`src/rtl/assert_macros.svh`:
```
// assertion helpers for the rtl files, included by tss_back
// every macro clocks on clk_i and is disabled while rst_ni is low
`ifndef ASSERT_MACROS_SVH
`define ASSERT_MACROS_SVH

// property must hold at every edge outside reset
`define TSS_ASSERT(lbl, prop, msg) \
  lbl: assert property (@(posedge clk_i) disable iff (!rst_ni) (prop)) else $error(msg);

// condition must never be seen outside reset
`define TSS_NEVER(lbl, cond, msg) \
  lbl: assert property (@(posedge clk_i) disable iff (!rst_ni) !(cond)) else $error(msg);

`endif

```
`src/rtl/tss_pkg.sv`:
```
// shared types, widths and codes of the text screen scroll engine
// no dependencies
`default_nettype none

package tss_pkg;

  localparam int unsigned DEF_SCREEN_WIDTH  = 80;
  localparam int unsigned DEF_SCREEN_HEIGHT = 25;

  localparam int unsigned FUNC_W     = 2;
  localparam int unsigned IDX_W      = 11;
  localparam int unsigned BYTE_W     = 8;
  localparam int unsigned CELL_W     = 2 * BYTE_W;
  localparam int unsigned CUR_OUT_W  = 11;
  localparam int unsigned SCROLL_W   = 7;
  localparam int unsigned COLOR_W    = 4;
  localparam int unsigned CFG_IDX_W  = 1;
  localparam int unsigned ROW_SPAN   = 2 ** (SCROLL_W - 1);
  localparam int unsigned QUEUE_DEPTH = 2;

  localparam logic [COLOR_W-1:0] FG_RESET = 4'd7;
  localparam logic [COLOR_W-1:0] BG_RESET = 4'd0;

  typedef enum logic [FUNC_W-1:0] {
    FUNC_WRITE  = 2'd0,
    FUNC_READ   = 2'd1,
    FUNC_CURSOR = 2'd2,
    FUNC_SCROLL = 2'd3
  } func_e;

  typedef enum logic [CFG_IDX_W-1:0] {
    CFG_FG = 1'b0,
    CFG_BG = 1'b1
  } cfg_reg_e;

  typedef enum logic [1:0] {
    ST_IDLE,
    ST_READ,
    ST_SCROLL,
    ST_FINISH
  } back_state_e;

  // classified command header handed from front to back
  typedef struct packed {
    func_e func;
    logic  idx_ok;
  } cmd_ctrl_t;

  // cell address width for a given screen
  function automatic int unsigned cell_aw(input int unsigned w, input int unsigned h);
    return $clog2(w * h);
  endfunction

  // signed width holding row offsets, walker source indexes and cursor sums
  function automatic int unsigned span_w(input int unsigned w);
    return $clog2(ROW_SPAN * w) + 2;
  endfunction

endpackage

`default_nettype wire

```
`src/rtl/tss_cmd_queue.sv`:
```
// small command queue between front and back
// depends on tss_pkg
`default_nettype none

module tss_cmd_queue
  import tss_pkg::*;
#(
  parameter int unsigned WIDTH = 8,
  parameter int unsigned DEPTH = QUEUE_DEPTH
) (
  input  logic             clk_i,
  input  logic             rst_ni,
  input  logic             push_i,
  input  logic [WIDTH-1:0] push_data_i,
  output logic             full_o,
  input  logic             pop_i,
  output logic             valid_o,
  output logic [WIDTH-1:0] pop_data_i_o
);

  localparam int unsigned PTR_W = (DEPTH > 1) ? $clog2(DEPTH) : 1;
  localparam int unsigned CNT_W = $clog2(DEPTH + 1);

  logic [WIDTH-1:0] entry_q [DEPTH];
  logic [PTR_W-1:0] wr_ptr_q, wr_ptr_d;
  logic [PTR_W-1:0] rd_ptr_q, rd_ptr_d;
  logic [CNT_W-1:0] cnt_q, cnt_d;
  logic             do_push, do_pop;

  assign full_o       = cnt_q == CNT_W'(DEPTH);
  assign valid_o      = cnt_q != '0;
  assign pop_data_i_o = entry_q[rd_ptr_q];
  assign do_push      = push_i && !full_o;
  assign do_pop       = pop_i && valid_o;

  always_comb begin
    wr_ptr_d = wr_ptr_q;
    rd_ptr_d = rd_ptr_q;
    cnt_d    = cnt_q;
    if (do_push) begin
      wr_ptr_d = (wr_ptr_q == PTR_W'(DEPTH - 1)) ? '0 : wr_ptr_q + 1'b1;
    end
    if (do_pop) begin
      rd_ptr_d = (rd_ptr_q == PTR_W'(DEPTH - 1)) ? '0 : rd_ptr_q + 1'b1;
    end
    if (do_push && !do_pop) begin
      cnt_d = cnt_q + 1'b1;
    end else if (do_pop && !do_push) begin
      cnt_d = cnt_q - 1'b1;
    end
  end

  always_ff @(posedge clk_i or negedge rst_ni) begin
    if (!rst_ni) begin
      wr_ptr_q <= '0;
      rd_ptr_q <= '0;
      cnt_q    <= '0;
    end else begin
      wr_ptr_q <= wr_ptr_d;
      rd_ptr_q <= rd_ptr_d;
      cnt_q    <= cnt_d;
    end
  end

  always_ff @(posedge clk_i) begin
    if (do_push) begin
      entry_q[wr_ptr_q] <= push_data_i;
    end
  end

endmodule

`default_nettype wire

```
`config.mk`:
```
export PLATFORM = sky130hd
export DESIGN_NAME = tss_cmd_queue
export DESIGN_NICKNAME = d
export VERILOG_FILES = /design/src/rtl/assert_macros.svh /design/src/rtl/tss_pkg.sv /design/src/rtl/tss_cmd_queue.sv
export SDC_FILE = /design/constraint.sdc
export NUM_CORES = 1
export LEC_CHECK = 0
export BUFFER_PORTS_ARGS = -buffer_cell sky130_fd_sc_hd__buf_2
export CAP_MARGIN = 20
export CELL_PAD_IN_SITES_DETAIL_PLACEMENT = 1
export CELL_PAD_IN_SITES_GLOBAL_PLACEMENT = 1
export CORE_ASPECT_RATIO = 0.9
export CORE_MARGIN = 10
export CORE_UTILIZATION = 36
export DETAILED_ROUTE_END_ITERATION = 8
export MAX_ROUTING_LAYER = met4
export PLACE_DENSITY_LB_ADDON = 0.1
export REMOVE_ABC_BUFFERS = 1
export SLEW_MARGIN = 15
export SYNTH_ARGS = -nofsm -noshare
export SYNTH_HDL_FRONTEND = slang
export SYNTH_SLANG_ARGS = --single-unit
```
`constraint.sdc`:
```
create_clock -name clk_i -period 1.3 [get_ports clk_i]
set_input_delay 0.065 -clock clk_i [delete_from_list [all_inputs] [get_ports clk_i]]
set_output_delay 0.065 -clock clk_i [all_outputs]
set_load 0.01 [all_outputs]
```
==> metrics.log <==
[metrics] status: complete, but fails checks
[metrics] violations in the final reports: setup timing
[metrics] area leader, netlist: sky130_fd_sc_hd__edfxtp_1
[metrics] power per cell area: 2260 nW/um^2
[metrics] count of different cell masters after synthesis: 14
[metrics] vias in the first global route: 589
[metrics] routed wl met2: 991 um
[metrics] drt pass-1 iters: 2
[metrics] switch share: 28.8%
[metrics] Compound-Gate Fraction of Synth Area: 0%
[metrics] Skew-Pair Late Insertion Delay: 310 ps
[metrics] core region area: 1990 sq um
[metrics] Total Routing Usage GR: 8.08%
[metrics] part of the total power dissipated in combinational logic: 47.2%
[metrics] M1 WL: 676 um
[metrics] total global routing overflow: 0
[metrics] synthesis-to-layout area growth: 60.7%
[metrics] CP Capture Type: output port
[metrics] uppermost metal layer occupied by signal nets: met4
[metrics] Max-Cap Viols: 0
[metrics] Psw: 0.822 mW
[metrics] ANT nets after route: 0
[metrics] DRC violations left: 0
[metrics] effective utilization at floorplan: 39.5%
[metrics] total negative slack for setup checks: -675 ps
[metrics] post-route clock skew: 6.28 ps
[metrics] maximum number of buffers from clock root to sink: 2
[metrics] antenna cells: 0
[metrics] crit share post-route: 106%
[metrics] mux share of post-synthesis cell area: 11.5%
[metrics] clock-pin slew reported for the worst setup and hold paths after clock tree synthesis: 110 ps
[metrics] area share of the largest cell type after synthesis: 61.1%
[metrics] final-report hold violation count: 0
[metrics] violation count after the first detailed-route iteration: 14
[metrics] startpoint of the worst-slack reg-to-reg timing path: cnt_q[1]
[metrics] Worst IR Drop VDD: 1.75 mV
[metrics] RD Place Congestion: 0.738
[metrics] maximum number of pins on one net before global-route repair: 13
[metrics] number of clock buffers inserted by TritonCTS: 3
[metrics] xor and xnor area share after synthesis: 5.57%
[metrics] worst path setup slack after routing: -81.3 ps
[metrics] via total after detailed routing: 517
[metrics] max-slew violation count: 0
[metrics] top fanout value on the critical path: 4
[metrics] clock period minus final worst setup slack: 1380 ps
[metrics] worst reg2reg path depth: 6
[metrics] die outline area: 4450 sq um
[metrics] final setup violation count: 9
[metrics] Arr. time, crit path: 1320 ps
[metrics] post-layout net count: 102
[metrics] ranking of synthesized cells by area: sky130_fd_sc_hd__edfxtp_1 (61%), sky130_fd_sc_hd__dfrtp_1 (13%), sky130_fd_sc_hd__mux2_1 (11%), sky130_fd_sc_hd__xnor2_1 (3.3%), sky130_fd_sc_hd__xor2_1 (2.2%)
[metrics] dominant combinational cell family by area after synthesis: multiplexers
[metrics] highest clock frequency the design can meet: 724 MHz
[metrics] RSZ-0062 raised after global routing: yes
[metrics] end of the worst register-to-register path: cnt_q[1]
[metrics] leakage component of the power: 0.546 nW
[metrics] share of layout cells above drive strength 1: 61.4%
[metrics] number of H-tree branching levels: 1
[metrics] first-pass GRT wire length: 2750 um
[metrics] Avg WL per Cell: 15.8 um
[metrics] final standard cell count with taps included and fillers excluded: 113
[metrics] worst reg2reg setup slack: -80 ps
[metrics] slew margin rel.: 84.9%
[metrics] synthesized-area fraction occupied by and/or/nand/nor cells: 5.89%
[metrics] Synth Instances: 44
[metrics] Site Rows: 15
[metrics] Die Height: 64.3 um
[metrics] area of the mapped netlist: 786 sq um
[metrics] average instance area after synthesis: 17.9 sq um
[metrics] Ports: 22
[metrics] register bit total from synthesis: 20
[metrics] clock power share: 17.6%
[metrics] sequential element share of the synthesized area: 73.9%
[metrics] adder-cell area share of the yosys netlist: 1.59%
[metrics] number of buffer cells added on primary ports: 21
[metrics] die boundary width: 69.2 um
[metrics] number of cells after detailed placement: 94
[metrics] Power Internal: 2.03 mW
[metrics] Sinks on Clock Net: 20
[metrics] Worst EP required: 1240 ps
[metrics] min-delay worst type: in2async
[metrics] worst setup path category: reg2out
[metrics] overall routed net length: 1790 um
[metrics] HPWL after detailed placement: 1100 um
[metrics] relative contribution of sequential cells to total power: 35.2%
[metrics] met3 wire len: 93 um
[metrics] number of vias per cell after detailed routing: 4.58
[metrics] TritonCTS clock tree: yes
[metrics] antenna violations before repair: 0
[metrics] pin slew with the least headroom to its limit: 227 ps
[metrics] count of warnings emitted by yosys: 0
[metrics] clock root cell: sky130_fd_sc_hd__clkbuf_4
[metrics] kind of start point of the critical path: flip-flop
## sequential cells by signal, indices dropped and copies added, names as in the netlist
register	flops
wr_ptr_q	1
rd_ptr_q	1
cnt_q	2
entry_q	16
## worst max path at each step
stage	startpoint	end	slack (ps)
floorplan	cnt_q[0]	entry_q[0][0]	-60
global route	rd_ptr_q	pop_data_i_o[5]	-140
global placement	cnt_q[1]	cnt_q[1]	-40
finish	rd_ptr_q	pop_data_i_o[2]	-80
detailed placement	cnt_q[1]	cnt_q[1]	-110
CTS	cnt_q[1]	cnt_q[1]	-90
## final cells by class
cell class                      instances  area [sq um]
Inverter                                2          7.51
Sequential cell                        20           583
Clock buffer                            3          22.5
Fill cell                             192           727
Tap cell                               25          31.3
Clock inverter                          1          30.0
Multi-Input combinational cell         21           245
Timing Repair Buffer                   41           343
## critical path, stage by stage, from the launching register on
cell,delay (ps)
sky130_fd_sc_hd__dfrtp_2,450
sky130_fd_sc_hd__buf_6,140
sky130_fd_sc_hd__mux2_4,300
sky130_fd_sc_hd__buf_6,120
## metal layers
layer  up-vias  global-route usage, %
met5         -                      -
met4         0                   2.26
met3         4                   4.63
met2        15                   13.6
met1       253                   7.84
li1        245                      -
## placed cells by master (no fill, tap or decap), types with 3 or more instances in the layout
master,synthesis,routed
sky130_fd_sc_hd__buf_2,1,13
sky130_fd_sc_hd__buf_4,0,7
sky130_fd_sc_hd__buf_6,0,12
sky130_fd_sc_hd__clkbuf_4,0,3
sky130_fd_sc_hd__dlygate4sd3_1,0,9
sky130_fd_sc_hd__edfxtp_1,16,16
sky130_fd_sc_hd__mux2_4,0,7
sky130_fd_sc_hd__xnor2_1,3,3
## Yosys cell counts, drive strengths merged
cell,n
and3,1
mux2,8
edfxtp,16
xnor2,3
nand2b,1
nand2,2
ha,1
nor2,2
dfrtp,4
inv,2
or2,1
buf,1
xor2,2
## timing repair
action                                  in CTS  in global routing
gates cloned                                 0                  0
hold buffers                                 9                  0
endpoints found under the setup margin      25                 25
pin swaps                                    6                  2
setup buffers                                1                  5
endpoints found under the hold margin       20                  0
resized for setup                            6                 24
## power groups by stage
stage,Clock [mW],Sequential [mW],Combinational [mW]
floorplan,0,1.00,0.463
global placement,0,1.02,0.786
detailed placement,0,1.03,0.793
CTS,0.500,1.04,0.884
global route,0.553,1.02,1.46
finish,0.502,1.01,1.35
## per-stage QoR
| step | power (mW) | hold WS (ps) | area (sq um) | utilization, % | setup WS (ps) |
|---|---|---|---|---|---|
| floorplan | 1.47 | -231 | 781 | - | -56.3 |
| global placement | 1.81 | -119 | 955 | 48.0 | -44.6 |
| detailed placement | 1.82 | -117 | 955 | 48.0 | -107 |
| CTS | 2.42 | 84.1 | 1130 | 56.8 | -92.0 |
| global route | 3.03 | 63.5 | 1260 | 63.5 | -144 |
| finish | 2.85 | 82.8 | 1260 | 63.5 | -81.3 |
## logic make-up after synthesis
family                     after synthesis
adders and majority gates                1
muxes                                    8
xor gates and xnor gates                 5
and+or+nand+nor                          7
buffers and inverters                    3
DFF                                     20
No activity file was read; power rests on OpenSTA's default activity.
