===== src/rtl/assert_macros.svh =====
// assertion helpers for the rtl files, included by tss_back
// every macro clocks on clk_i and is disabled while rst_ni is low
`ifndef ASSERT_MACROS_SVH
`define ASSERT_MACROS_SVH

// property must hold at every edge outside reset
`define TSS_ASSERT(lbl, prop, msg) \
  lbl: assert property (@(posedge clk_i) disable iff (!rst_ni) (prop)) else $error(msg);

// condition must never be seen outside reset
`define TSS_NEVER(lbl, cond, msg) \
  lbl: assert property (@(posedge clk_i) disable iff (!rst_ni) !(cond)) else $error(msg);

`endif


===== src/rtl/tss_pkg.sv =====
// shared types, widths and codes of the text screen scroll engine
// no dependencies
`default_nettype none

package tss_pkg;

  localparam int unsigned DEF_SCREEN_WIDTH  = 80;
  localparam int unsigned DEF_SCREEN_HEIGHT = 25;

  localparam int unsigned FUNC_W     = 2;
  localparam int unsigned IDX_W      = 11;
  localparam int unsigned BYTE_W     = 8;
  localparam int unsigned CELL_W     = 2 * BYTE_W;
  localparam int unsigned CUR_OUT_W  = 11;
  localparam int unsigned SCROLL_W   = 7;
  localparam int unsigned COLOR_W    = 4;
  localparam int unsigned CFG_IDX_W  = 1;
  localparam int unsigned ROW_SPAN   = 2 ** (SCROLL_W - 1);
  localparam int unsigned QUEUE_DEPTH = 2;

  localparam logic [COLOR_W-1:0] FG_RESET = 4'd7;
  localparam logic [COLOR_W-1:0] BG_RESET = 4'd0;

  typedef enum logic [FUNC_W-1:0] {
    FUNC_WRITE  = 2'd0,
    FUNC_READ   = 2'd1,
    FUNC_CURSOR = 2'd2,
    FUNC_SCROLL = 2'd3
  } func_e;

  typedef enum logic [CFG_IDX_W-1:0] {
    CFG_FG = 1'b0,
    CFG_BG = 1'b1
  } cfg_reg_e;

  typedef enum logic [1:0] {
    ST_IDLE,
    ST_READ,
    ST_SCROLL,
    ST_FINISH
  } back_state_e;

  // classified command header handed from front to back
  typedef struct packed {
    func_e func;
    logic  idx_ok;
  } cmd_ctrl_t;

  // cell address width for a given screen
  function automatic int unsigned cell_aw(input int unsigned w, input int unsigned h);
    return $clog2(w * h);
  endfunction

  // signed width holding row offsets, walker source indexes and cursor sums
  function automatic int unsigned span_w(input int unsigned w);
    return $clog2(ROW_SPAN * w) + 2;
  endfunction

endpackage

`default_nettype wire


===== src/rtl/tss_front.sv =====
// front end: accepts items, range checks them and forms commands
// depends on tss_pkg
`default_nettype none

module tss_front
  import tss_pkg::*;
#(
  parameter int unsigned SCREEN_WIDTH  = DEF_SCREEN_WIDTH,
  parameter int unsigned SCREEN_HEIGHT = DEF_SCREEN_HEIGHT,
  localparam int unsigned CELL_COUNT = SCREEN_WIDTH * SCREEN_HEIGHT,
  localparam int unsigned CELL_AW    = cell_aw(SCREEN_WIDTH, SCREEN_HEIGHT),
  localparam int unsigned SPAN_W     = span_w(SCREEN_WIDTH)
) (
  input  logic                       in_valid_i,
  output logic                       in_stall_o,
  input  logic [FUNC_W-1:0]          func_i,
  input  logic [IDX_W-1:0]           cell_index_i,
  input  logic [BYTE_W-1:0]          cell_char_i,
  input  logic [BYTE_W-1:0]          cell_attr_i,
  input  logic [IDX_W-1:0]           new_cursor_i,
  input  logic signed [SCROLL_W-1:0] scroll_rows_i,
  input  logic                       q_full_i,
  output logic                       push_o,
  output cmd_ctrl_t                  ctrl_o,
  output logic [CELL_AW-1:0]         addr_o,
  output logic [CELL_W-1:0]          wdata_o,
  output logic [CELL_AW-1:0]         curs_o,
  output logic signed [SPAN_W-1:0]   off_o
);

  localparam logic signed [SPAN_W-1:0] WIDTH_S = SPAN_W'(SCREEN_WIDTH);

  logic signed [SPAN_W-1:0] rows_s;

  assign in_stall_o = q_full_i;
  assign push_o     = in_valid_i && !q_full_i;

  assign ctrl_o.func   = func_e'(func_i);
  assign ctrl_o.idx_ok = 32'(cell_index_i) < 32'(CELL_COUNT);

  assign addr_o  = CELL_AW'(cell_index_i);
  assign wdata_o = {cell_attr_i, cell_char_i};

  // out of range cursor saturates to the last cell
  assign curs_o = (32'(new_cursor_i) < 32'(CELL_COUNT)) ? CELL_AW'(new_cursor_i)
                                                        : CELL_AW'(CELL_COUNT - 1);

  // row count times width, the linear cell offset of a scroll
  assign rows_s = {{(SPAN_W - SCROLL_W){scroll_rows_i[SCROLL_W-1]}}, scroll_rows_i};
  assign off_o  = rows_s * WIDTH_S;

endmodule

`default_nettype wire


===== config.mk =====
export PLATFORM = sky130hd
export DESIGN_NAME = tss_front
export DESIGN_NICKNAME = d
export VERILOG_FILES = /design/src/rtl/assert_macros.svh /design/src/rtl/tss_pkg.sv /design/src/rtl/tss_front.sv
export SDC_FILE = /design/constraint.sdc
export NUM_CORES = 1
export LEC_CHECK = 0
export BUFFER_PORTS_ARGS = -buffer_cell sky130_fd_sc_hd__buf_2
export CORE_MARGIN = 1
export CORE_UTILIZATION = 25
export DETAILED_ROUTE_END_ITERATION = 10
export PLACE_DENSITY = 0.73
export SKIP_LAST_GASP = 1
export SYNTH_ARGS = -nofsm -noshare
export SYNTH_HDL_FRONTEND = slang
export SYNTH_SLANG_ARGS = --single-unit

===== constraint.sdc =====
create_clock -name vclk -period 2.25
set_input_delay 0.225 -clock vclk [all_inputs]
set_output_delay 0.225 -clock vclk [all_outputs]
set_load 0.1 [all_outputs]

==> run summary, run 1 <==
DIE
----------------------------------------------------------------------------------------
Top-level port count                                                                 107
Total Die Area                                                                  3110 um2
Vertical die dimension                                                           55.8 um
Area of the core                                                                2760 um2
Cell row count                                                                        19
Effective utilization at floorplan                                                 26.2%
Die Width                                                                        55.8 um

DETAILED ROUTING
----------------------------------------------------------------------------------------
Drt drc                                                                                0
Ratio of routed vias to standard cells                                              4.31
Detailed Route Iter0 Violations                                                        5
Total via count in the routed design                                                 673
Routed wire length                                                               1580 um
DRT antenna net count                                                                  0
Number of search-and-repair iterations in the first detailed-routing pass              4
Routed length per instance                                                       10.1 um

POWER AND IR DROP
----------------------------------------------------------------------------------------
Clock power frac                                                                      0%
Leakage power of the design                                                     0.537 nW
Internal power summed over all cells                                            0.208 mW
Portion of total power attributed to combinational logic                          100.0%
Power Dens Cells                                                              703 nW/um2
Final total power                                                               0.725 mW
Net Sw Frac                                                                        71.4%
Worst IR Drop VDD                                                               0.398 mV
Part of the power in registers                                                        0%
Net switching power                                                             0.517 mW

FINISH
----------------------------------------------------------------------------------------
Area grow syn2layout                                                               42.6%
Diodes inserted                                                                        0
Clock Buffer Count                                                                     0
Sequential cell count                                                                  0
Net total in the final layout                                                        188
Seq. cell area                                                                     0 um2
Ratio of cells with drive above 1 in the final layout                              64.0%

WORST SETUP PATH
----------------------------------------------------------------------------------------
Critical path launch point type                                               input port
WP data arrival                                                                  1960 ps
CP max FO                                                                              3
Crit path required time                                                          2030 ps
Critical path launch point                                                  scroll_rows_i[3]
Sort of element at the end of the critical path                             primary output
CP Class                                                                          in2out

SYNTH
----------------------------------------------------------------------------------------
Area of the mapped netlist                                                       723 um2
Commonest cells in the synthesized netlist                                  36 x sky130_fd_sc_hd__buf_4, 11 x sky130_fd_sc_hd__ha_1, 6 x sky130_fd_sc_hd__clkbuf_1, 6 x sky130_fd_sc_hd__inv_1
Adder-cell share of the synthesized area                                           21.8%
Leading area contributor after synthesis                                    sky130_fd_sc_hd__buf_4
Number of library cell types mapped by synthesis                                      28
Fraction of the yosys area taken by sequential cells                                  0%
Post-synth top area share                                                          37.4%
Most common cell in the netlist                                             sky130_fd_sc_hd__buf_4
Cell types occupying the most area after synthesis                          sky130_fd_sc_hd__buf_4 37%, sky130_fd_sc_hd__ha_1 19%, sky130_fd_sc_hd__xnor2_1 3.6%
Post-synthesis average cell area                                                7.23 um2
Number of instances in the synthesized netlist                                       100
Warning count from the yosys run                                                       0
Multiplexer fraction of the synthesized cell area                                     0%
Simple-gate area share of the yosys netlist                                        17.1%
Largest family of logic cells by synthesized area                           buffers and inverters
Synthesized-area fraction occupied by ao, oa, aoi and oai cells                    12.1%
Post-Synth XOR/XNOR Area                                                           4.84%

CTS
----------------------------------------------------------------------------------------
Postcts setup bufs                                                                     0
Hold Buf Count CTS                                                                     0
Number of resized instances in the post-cts repair step                                0

MIN PATH
----------------------------------------------------------------------------------------
Hold wc startpoint                                                          cell_attr_i[3]
WHS Endpoint                                                                 wdata_o[11]
Number of cells traversed by the worst hold path                                       0
Worst min-delay path category                                                     in2out

FLOW RUN
----------------------------------------------------------------------------------------
Reported max-cap violation count                                                       0

TIMING
----------------------------------------------------------------------------------------
Number of max-slew violations in the final report                                      0
Summed negative setup slack over all endpoints                                      0 ps
Final-report setup violation count                                                     0
Highest attainable clock frequency                                               457 MHz
Count of endpoints failing hold in the final timing report                             0
Minimum clock period after layout                                                2190 ps
Fin crit share                                                                     97.3%
Unrepaired setup endpoints after global routing                                      yes

GRT
----------------------------------------------------------------------------------------
Grt total ovfl                                                                         0
Global-route wire length before repair                                           2270 um
Vias in the first global route                                                       554
Number of antenna violations at the first check in global routing                      0
Pin count of the biggest net entering global routing                                   8
GRT Total Usage                                                                    8.59%

OUTCOME
----------------------------------------------------------------------------------------
Run status                                                                     completed

PLACEMENT
----------------------------------------------------------------------------------------
Port-buffer cells                                                                     59
Final RePlAce weighted congestion                                                  0.728
DPL Wire Length                                                                  1410 um

per-stage QoR:
stage               hold WS [ps]  util (%)  cell area [um2]  cells  setup slack (ps)
finish                       450      37.4             1030    156              60.4
global route                 450      37.4             1030    156             -22.8
CTS                          451      35.7              983    156              13.6
detailed placement           451      35.7              983    156              25.4
global placement             451      35.7              983    156              40.8
floorplan                    662         -              800    103              -246
cell families (layout without fill, tap and decap cells):
| group | Yosys count | count (layout) |
|---|---|---|
| and+or+nand+nor | 23 | 23 |
| adders and majority gates | 12 | 12 |
| xor gates and xnor gates | 4 | 4 |
| AOI/OAI and AO/OA | 12 | 12 |
| buffers and inverters | 48 | 70 |
| other | 1 | 4 |
power groups by stage:
| stage | sequential [mW] | clock (mW) | combinational, mW |
|---|---|---|---|
| after detailed placement | 0 | 0 | 0.712 |
| after CTS | 0 | 0 | 0.713 |
| after global placement | 0 | 0 | 0.711 |
| after global routing | 0 | 0 | 0.749 |
| final | 0 | 0 | 0.725 |
| after floorplan | 0 | 0 | 0.728 |
placed cells by master, fill, tap and decap left out, types with 2 or more instances in the layout:
master	count
sky130_fd_sc_hd__and2_1	2
sky130_fd_sc_hd__and3_1	2
sky130_fd_sc_hd__buf_12	7
sky130_fd_sc_hd__buf_2	52
sky130_fd_sc_hd__buf_4	5
sky130_fd_sc_hd__conb_1	4
sky130_fd_sc_hd__ha_1	7
sky130_fd_sc_hd__ha_4	4
sky130_fd_sc_hd__inv_1	6
sky130_fd_sc_hd__nand2_1	3
sky130_fd_sc_hd__nor2_1	3
sky130_fd_sc_hd__nor2b_1	2
sky130_fd_sc_hd__o2111ai_1	2
sky130_fd_sc_hd__o21ai_1	2
sky130_fd_sc_hd__or2_2	4
sky130_fd_sc_hd__xnor2_2	2
critical path: stages:
cell and delay [ps]:
sky130_fd_sc_hd__buf_2 130, sky130_fd_sc_hd__ha_4 270, sky130_fd_sc_hd__ha_4 130, sky130_fd_sc_hd__inv_1 50, sky130_fd_sc_hd__fa_2 340, sky130_fd_sc_hd__nor2b_1 150
sky130_fd_sc_hd__o2111ai_1 130, sky130_fd_sc_hd__o211ai_1 180, sky130_fd_sc_hd__xnor2_2 170, sky130_fd_sc_hd__buf_12 200
cell type report:
class / instances / area [um2]
fillers: 290 / 1730
inverters: 6 / 22.5
multi-input cells: 55 / 532
well taps: 31 / 38.8
repair buffers: 64 / 438
worst max path at each step:
| stage | endpoint | slack [ps] | depth (start not counted) |
|---|---|---|---|
| 3_3_place_gp | off_o[13] | 40 | 10 |
| 4_1_cts | off_o[13] | 10 | 10 |
| 2_1_floorplan | off_o[13] | -250 | 8 |
| 3_5_place_dp | off_o[13] | 30 | 10 |
| 6_report | off_o[13] | 60 | 10 |
| 5_1_grt | off_o[13] | -20 | 10 |
layer usage:
layer  GRT usage [%]  wire length (um)  vias up
met5               0                 0        -
met4            4.29                74        0
met3           0.465               126       14
met2            16.2               795       27
met1            9.67               580      290
li1                -                 -      342
No activity file was read; power rests on OpenSTA's default activity.
==> inputs of run 2 (changes only) <==
- PLACE_DENSITY: 0.73 -> 0.74
==> run summary, run 2 (synthesis gave the netlist of run 1 again) <==
OUTCOME
----------------------------------------------------------------------------------------
Run status                                                                     completed

TIMING
----------------------------------------------------------------------------------------
Minimum clock period after layout                                                2200 ps   +13.3 ps
Minimum hold slack                                                                450 ps   unchanged
Fin crit share                                                                     97.9%   +0.59 points
Number of max-slew violations in the final report                                      0   unchanged
Worst Slack Setup Final                                                          47.2 ps   -13.3 ps
Final-report setup violation count                                                     0   unchanged
Highest attainable clock frequency                                               454 MHz   -0.60%
Count of endpoints failing hold in the final timing report                             0   unchanged

FINISH
----------------------------------------------------------------------------------------
Diodes inserted                                                                        0   unchanged
Most frequent cells in the layout                                           52 x sky130_fd_sc_hd__buf_2, 7 x sky130_fd_sc_hd__buf_12, 6 x sky130_fd_sc_hd__inv_1, 6 x sky130_fd_sc_hd__ha_1, 5 x sky130_fd_sc_hd__buf_4
Final design instance area without fill                                         1040 um2   +1.2%
Clock Buffer Count                                                                     0   unchanged
Number of inserted filler cells in the final layout                                  283   -2.4%
Ratio of cells with drive above 1 in the final layout                              65.6%   +1.6 points
Sequential cell count                                                                  0   unchanged
Seq. cell area                                                                     0 um2   unchanged
Net total in the final layout                                                        188   unchanged
Most common library cell in the layout ignoring fill and taps               sky130_fd_sc_hd__buf_2
Area grow syn2layout                                                               44.3%

WORST SETUP PATH
----------------------------------------------------------------------------------------
CP Class                                                                          in2out
CP max FO                                                                              3   unchanged
Worst path cell trace                                                       buf_2 > ha_4 > ha_4 > inv_1 > fa_2 > nor2b_2 > o2111ai_1 > o211ai_1 > xnor2_2 > buf_12
WP data arrival                                                                  1980 ps   +20 ps
Most used cell along the critical path                                      sky130_fd_sc_hd__ha_4
Sort of element at the end of the critical path                             primary output
Worst-path cell with the longest stage delay                                sky130_fd_sc_hd__fa_2
Critical path launch point type                                               input port
Critical path buffer and inverter count                                                3   unchanged
Worst path depth                                                                      10   unchanged
Delay-heaviest family, CP                                                    adder cells
Crit path required time                                                          2030 ps   about the same
Maximum cell stage delay along the critical path                                  350 ps   about the same

DETAILED ROUTING
----------------------------------------------------------------------------------------
Routed length per instance                                                       10.3 um   +1.8%
Routed wire length                                                               1610 um   +1.8%
Drt drc                                                                                0   unchanged
Number of search-and-repair iterations in the first detailed-routing pass              4   unchanged
Total via count in the routed design                                                 705   +4.8%
Ratio of routed vias to standard cells                                              4.52   +4.8%
Detailed Route Iter0 Violations                                                        8   +3
DRT antenna net count                                                                  0   unchanged

MIN PATH
----------------------------------------------------------------------------------------
Worst min-delay path category                                                     in2out
Number of cells traversed by the worst hold path                                       0   unchanged

DIE
----------------------------------------------------------------------------------------
Effective utilization at floorplan                                                 26.2%   unchanged
Cell row count                                                                        19   unchanged
Die Width                                                                        55.8 um   unchanged
Top-level port count                                                                 107   unchanged
Vertical die dimension                                                           55.8 um   unchanged
Total Die Area                                                                  3110 um2   unchanged
Area of the core                                                                2760 um2   unchanged

POWER AND IR DROP
----------------------------------------------------------------------------------------
Power Dens Cells                                                              701 nW/um2   -0.25%
Leakage power of the design                                                     0.539 nW   +0.31%
Worst IR Drop VDD                                                               0.503 mV   +26%
Final total power                                                               0.732 mW   +0.96%

PLACEMENT
----------------------------------------------------------------------------------------
DPL Wire Length                                                                  1360 um   -3.5%
Port-buffer cells                                                                     59   unchanged
Pre-CTS setup slack                                                              11.3 ps   -14.1 ps
Final RePlAce weighted congestion                                                  0.764   +5.0%
Post-DP Area                                                                     983 um2   unchanged

GRT
----------------------------------------------------------------------------------------
Grt total ovfl                                                                         0   unchanged
Pin count of the biggest net entering global routing                                   8   unchanged
Vias in the first global route                                                       592   +6.9%
Global-route wire length before repair                                           2480 um   +9.1%
GRT Total Usage                                                                    9.02%   +0.44 points
Number of antenna violations at the first check in global routing                      0   unchanged

CTS
----------------------------------------------------------------------------------------
Postcts setup bufs                                                                     0   unchanged
Hold Buf Count CTS                                                                     0   unchanged
Number of resized instances in the post-cts repair step                                0   unchanged

FLOW RUN
----------------------------------------------------------------------------------------
Reported max-cap violation count                                                       0   unchanged

run 2: changes by cell type in the layout (fill, tap and decap cells not counted):
cell,delta
sky130_fd_sc_hd__a211oi_4,+1
sky130_fd_sc_hd__ha_1,-1
sky130_fd_sc_hd__ha_2,+1
sky130_fd_sc_hd__a211oi_2,-1
sky130_fd_sc_hd__nor2b_2,+1
sky130_fd_sc_hd__nor2b_1,-1
run 2: layout make-up:
type                       count  area, um2  share of cell area (%)
tap                           31       38.8                    3.72
timing repair buffer          64        438                    42.0
multi-input combinational     55        544                    52.2
inverter                       6       22.5                    2.16
run 2: worst paths after layout:
check | from | end | slack (ps)
max | scroll_rows_i[3] | off_o[13] | 50
min | cell_char_i[1] | wdata_o[1] | 450
run 2: stage by stage:
stage / instances / TNS [ps] / utilization (%)
after floorplan: 103 / -246 / -
after global routing: 156 / -21.5 / 37.8
after detailed placement: 156 / 0 / 35.7
final: 156 / 0 / 37.8
after global placement: 156 / 0 / 35.7
after CTS: 156 / 0 / 35.7
run 2: where the power goes:
group / switching (mW) / leakage [nW] / internal (mW) / total, mW
clock: 0 / 0 / 0 / 0
combinational: 0.519 / 0.539 / 0.212 / 0.732
sequential: 0 / 0 / 0 / 0
run 2: layer usage:
metal  track usage [%]  share of wire [%]
met3              2.33                 11
met2              16.5                 52
met5                 0                  0
met4              1.79                1.7
met1              10.5                 35
==> inputs of run 3 (changes only) <==
==> constraint.sdc (replaced) <==
create_clock -name vclk -period 2.13
set_input_delay 0.426 -clock vclk [all_inputs]
set_output_delay 0.426 -clock vclk [all_outputs]
set_load 0.1 [all_outputs]
==> run summary, run 3 (synthesis gave the netlist of run 1 again) <==
WORST SETUP PATH
----------------------------------------------------------------------------------------
Crit path required time                                                          1700 ps   -330 ps
CP max FO                                                                              2   -1
Critical path launch point type                                               input port
CP Class                                                                          in2out
Critical path launch point                                                  scroll_rows_i[1]
WP data arrival                                                                  2150 ps   +170 ps
CP Capture Point                                                               off_o[13]
Sort of element at the end of the critical path                             primary output

PLACEMENT
----------------------------------------------------------------------------------------
Post-DP Area                                                                    1290 um2   +31%
Final RePlAce weighted congestion                                                  0.791   +3.5%
Pre-CTS setup slack                                                              -512 ps   -524 ps
DPL Wire Length                                                                  1660 um   +22%
Port-buffer cells                                                                     59   unchanged

POWER AND IR DROP
----------------------------------------------------------------------------------------
Leakage power of the design                                                     0.650 nW   +21%
Part of the power in registers                                                        0%   unchanged
Net Sw Frac                                                                        65.2%   -5.8 points
Net switching power                                                             0.595 mW   +15%
Clock power frac                                                                      0%   unchanged
Final total power                                                               0.913 mW   +25%
Internal power summed over all cells                                            0.318 mW   +50%
Worst IR Drop VDD                                                               0.563 mV   +12%
Power Dens Cells                                                              650 nW/um2   -7.3%
Portion of total power attributed to combinational logic                          100.0%   about the same

DETAILED ROUTING
----------------------------------------------------------------------------------------
Ratio of routed vias to standard cells                                              4.73   +4.7%
DRT antenna net count                                                                  0   unchanged
Total via count in the routed design                                                 800   +13%
Routed length per instance                                                       11.3 um   +10%
Drt drc                                                                                0   unchanged
Detailed Route Iter0 Violations                                                        9   +1
Number of search-and-repair iterations in the first detailed-routing pass              2   -2
Routed wire length                                                               1920 um   +19%

DIE
----------------------------------------------------------------------------------------
Effective utilization at floorplan                                                 26.2%   unchanged
Vertical die dimension                                                           55.8 um   unchanged
Top-level port count                                                                 107   unchanged
Total Die Area                                                                  3110 um2   unchanged
Cell row count                                                                        19   unchanged
Die Width                                                                        55.8 um   unchanged
Area of the core                                                                2760 um2   unchanged

GRT
----------------------------------------------------------------------------------------
Grt total ovfl                                                                         0   unchanged
Vias in the first global route                                                       779   +32%
Global-route wire length before repair                                           3150 um   +27%
Number of antenna violations at the first check in global routing                      0   unchanged
GRT Total Usage                                                                    12.0%   +2.9 points
Pin count of the biggest net entering global routing                                   7   -1

OUTCOME
----------------------------------------------------------------------------------------
Failing checks                                                              setup timing
Run status                                                                  finished with violations

FINISH
----------------------------------------------------------------------------------------
Final design instance area without fill                                         1410 um2   +35%
Clock Buffer Count                                                                     0   unchanged
Seq. cell area                                                                     0 um2   unchanged
Diodes inserted                                                                        0   unchanged
Number of inserted filler cells in the final layout                                  237   -16%
Area grow syn2layout                                                               94.3%
Most common library cell in the layout ignoring fill and taps               sky130_fd_sc_hd__buf_2
Multi-input logic area                                                           703 um2   +29%
Sequential cell count                                                                  0   unchanged
Ratio of cells with drive above 1 in the final layout                              81.2%   +16 points
Most frequent cells in the layout                                           44 x sky130_fd_sc_hd__buf_2, 16 x sky130_fd_sc_hd__buf_4, 12 x sky130_fd_sc_hd__buf_12
Net total in the final layout                                                        201   +6.9%

TIMING
----------------------------------------------------------------------------------------
Summed negative setup slack over all endpoints                                  -2030 ps   -2030 ps
Count of endpoints failing hold in the final timing report                             0   unchanged
Minimum clock period after layout                                                2580 ps
Unrepaired setup endpoints after global routing                                      yes
Number of max-slew violations in the final report                                      0   unchanged
Highest attainable clock frequency                                               388 MHz
Minimum hold slack                                                                852 ps   +402 ps
Worst Slack Setup Final                                                          -447 ps   -495 ps
Final-report setup violation count                                                     7   +7
Fin crit share                                                                      121%

FLOW RUN
----------------------------------------------------------------------------------------
Reported max-cap violation count                                                       0   unchanged

MIN PATH
----------------------------------------------------------------------------------------
Worst min-delay path category                                                     in2out

CTS
----------------------------------------------------------------------------------------
Hold Buf Count CTS                                                                     0   unchanged

==> run 3: worst min path at each step <==
stage | from | cells after the start | slack, ps | to
5_1_grt | cell_index_i[0] | 0 | 850 | addr_o[0]
6_report | cell_index_i[0] | 0 | 850 | addr_o[0]
3_5_place_dp | cell_index_i[2] | 0 | 850 | addr_o[2]
4_1_cts | cell_index_i[2] | 0 | 850 | addr_o[2]
3_3_place_gp | cell_index_i[2] | 0 | 850 | addr_o[2]
2_1_floorplan | q_full_i | 1 | 1030 | push_o
==> run 3: layer usage <==
layer | up-vias | global-route usage, % | part of all wire (%)
met2 | 69 | 26.2 | 56
met3 | 8 | 2.56 | 13
met4 | 0 | 2.50 | 1.9
met1 | 357 | 10.7 | 29
li1 | 366 | - | -
met5 | - | 0 | 0
==> run 3: layout make-up <==
class | count | share of cell area [%]
Inverter | 6 | 1.87
Multi-Input combinational cell | 55 | 50.0
Tap cell | 31 | 2.76
Timing Repair Buffer | 77 | 45.3
==> run 3: worst max-delay path: stages <==
cell and delay (ps):
sky130_fd_sc_hd__buf_6 100, sky130_fd_sc_hd__ha_4 270, sky130_fd_sc_hd__ha_4 130, sky130_fd_sc_hd__inv_2 30, sky130_fd_sc_hd__fa_2 360, sky130_fd_sc_hd__nor2b_4 140, sky130_fd_sc_hd__o2111ai_2 110, sky130_fd_sc_hd__o211ai_1 230
sky130_fd_sc_hd__xnor2_4 170, sky130_fd_sc_hd__buf_12 190
==> run 3: stage by stage <==
| step | utilization [%] | cells |
|---|---|---|
| 6_report | 51.0 | 169 |
| 5_1_grt | 51.0 | 169 |
| 4_1_cts | 49.2 | 168 |
| 3_5_place_dp | 46.9 | 166 |
| 3_3_place_gp | 46.9 | 166 |
| 2_1_floorplan | - | 103 |
==> run 3: repair_timing <==
item,in CTS,in global routing
gates resized for setup,10,7
buffers inserted,2,1
endpoints found under the setup margin,7,7
pin swaps,14,8
==> run 3: power by group through the flow <==
| stage | sequential, mW | clock [mW] | combinational, mW |
|---|---|---|---|
| final | 0 | 0 | 0.913 |
| after global routing | 0 | 0 | 0.945 |
| after CTS | 0 | 0 | 0.895 |
| after detailed placement | 0 | 0 | 0.862 |
| after global placement | 0 | 0 | 0.853 |
| after floorplan | 0 | 0 | 0.826 |
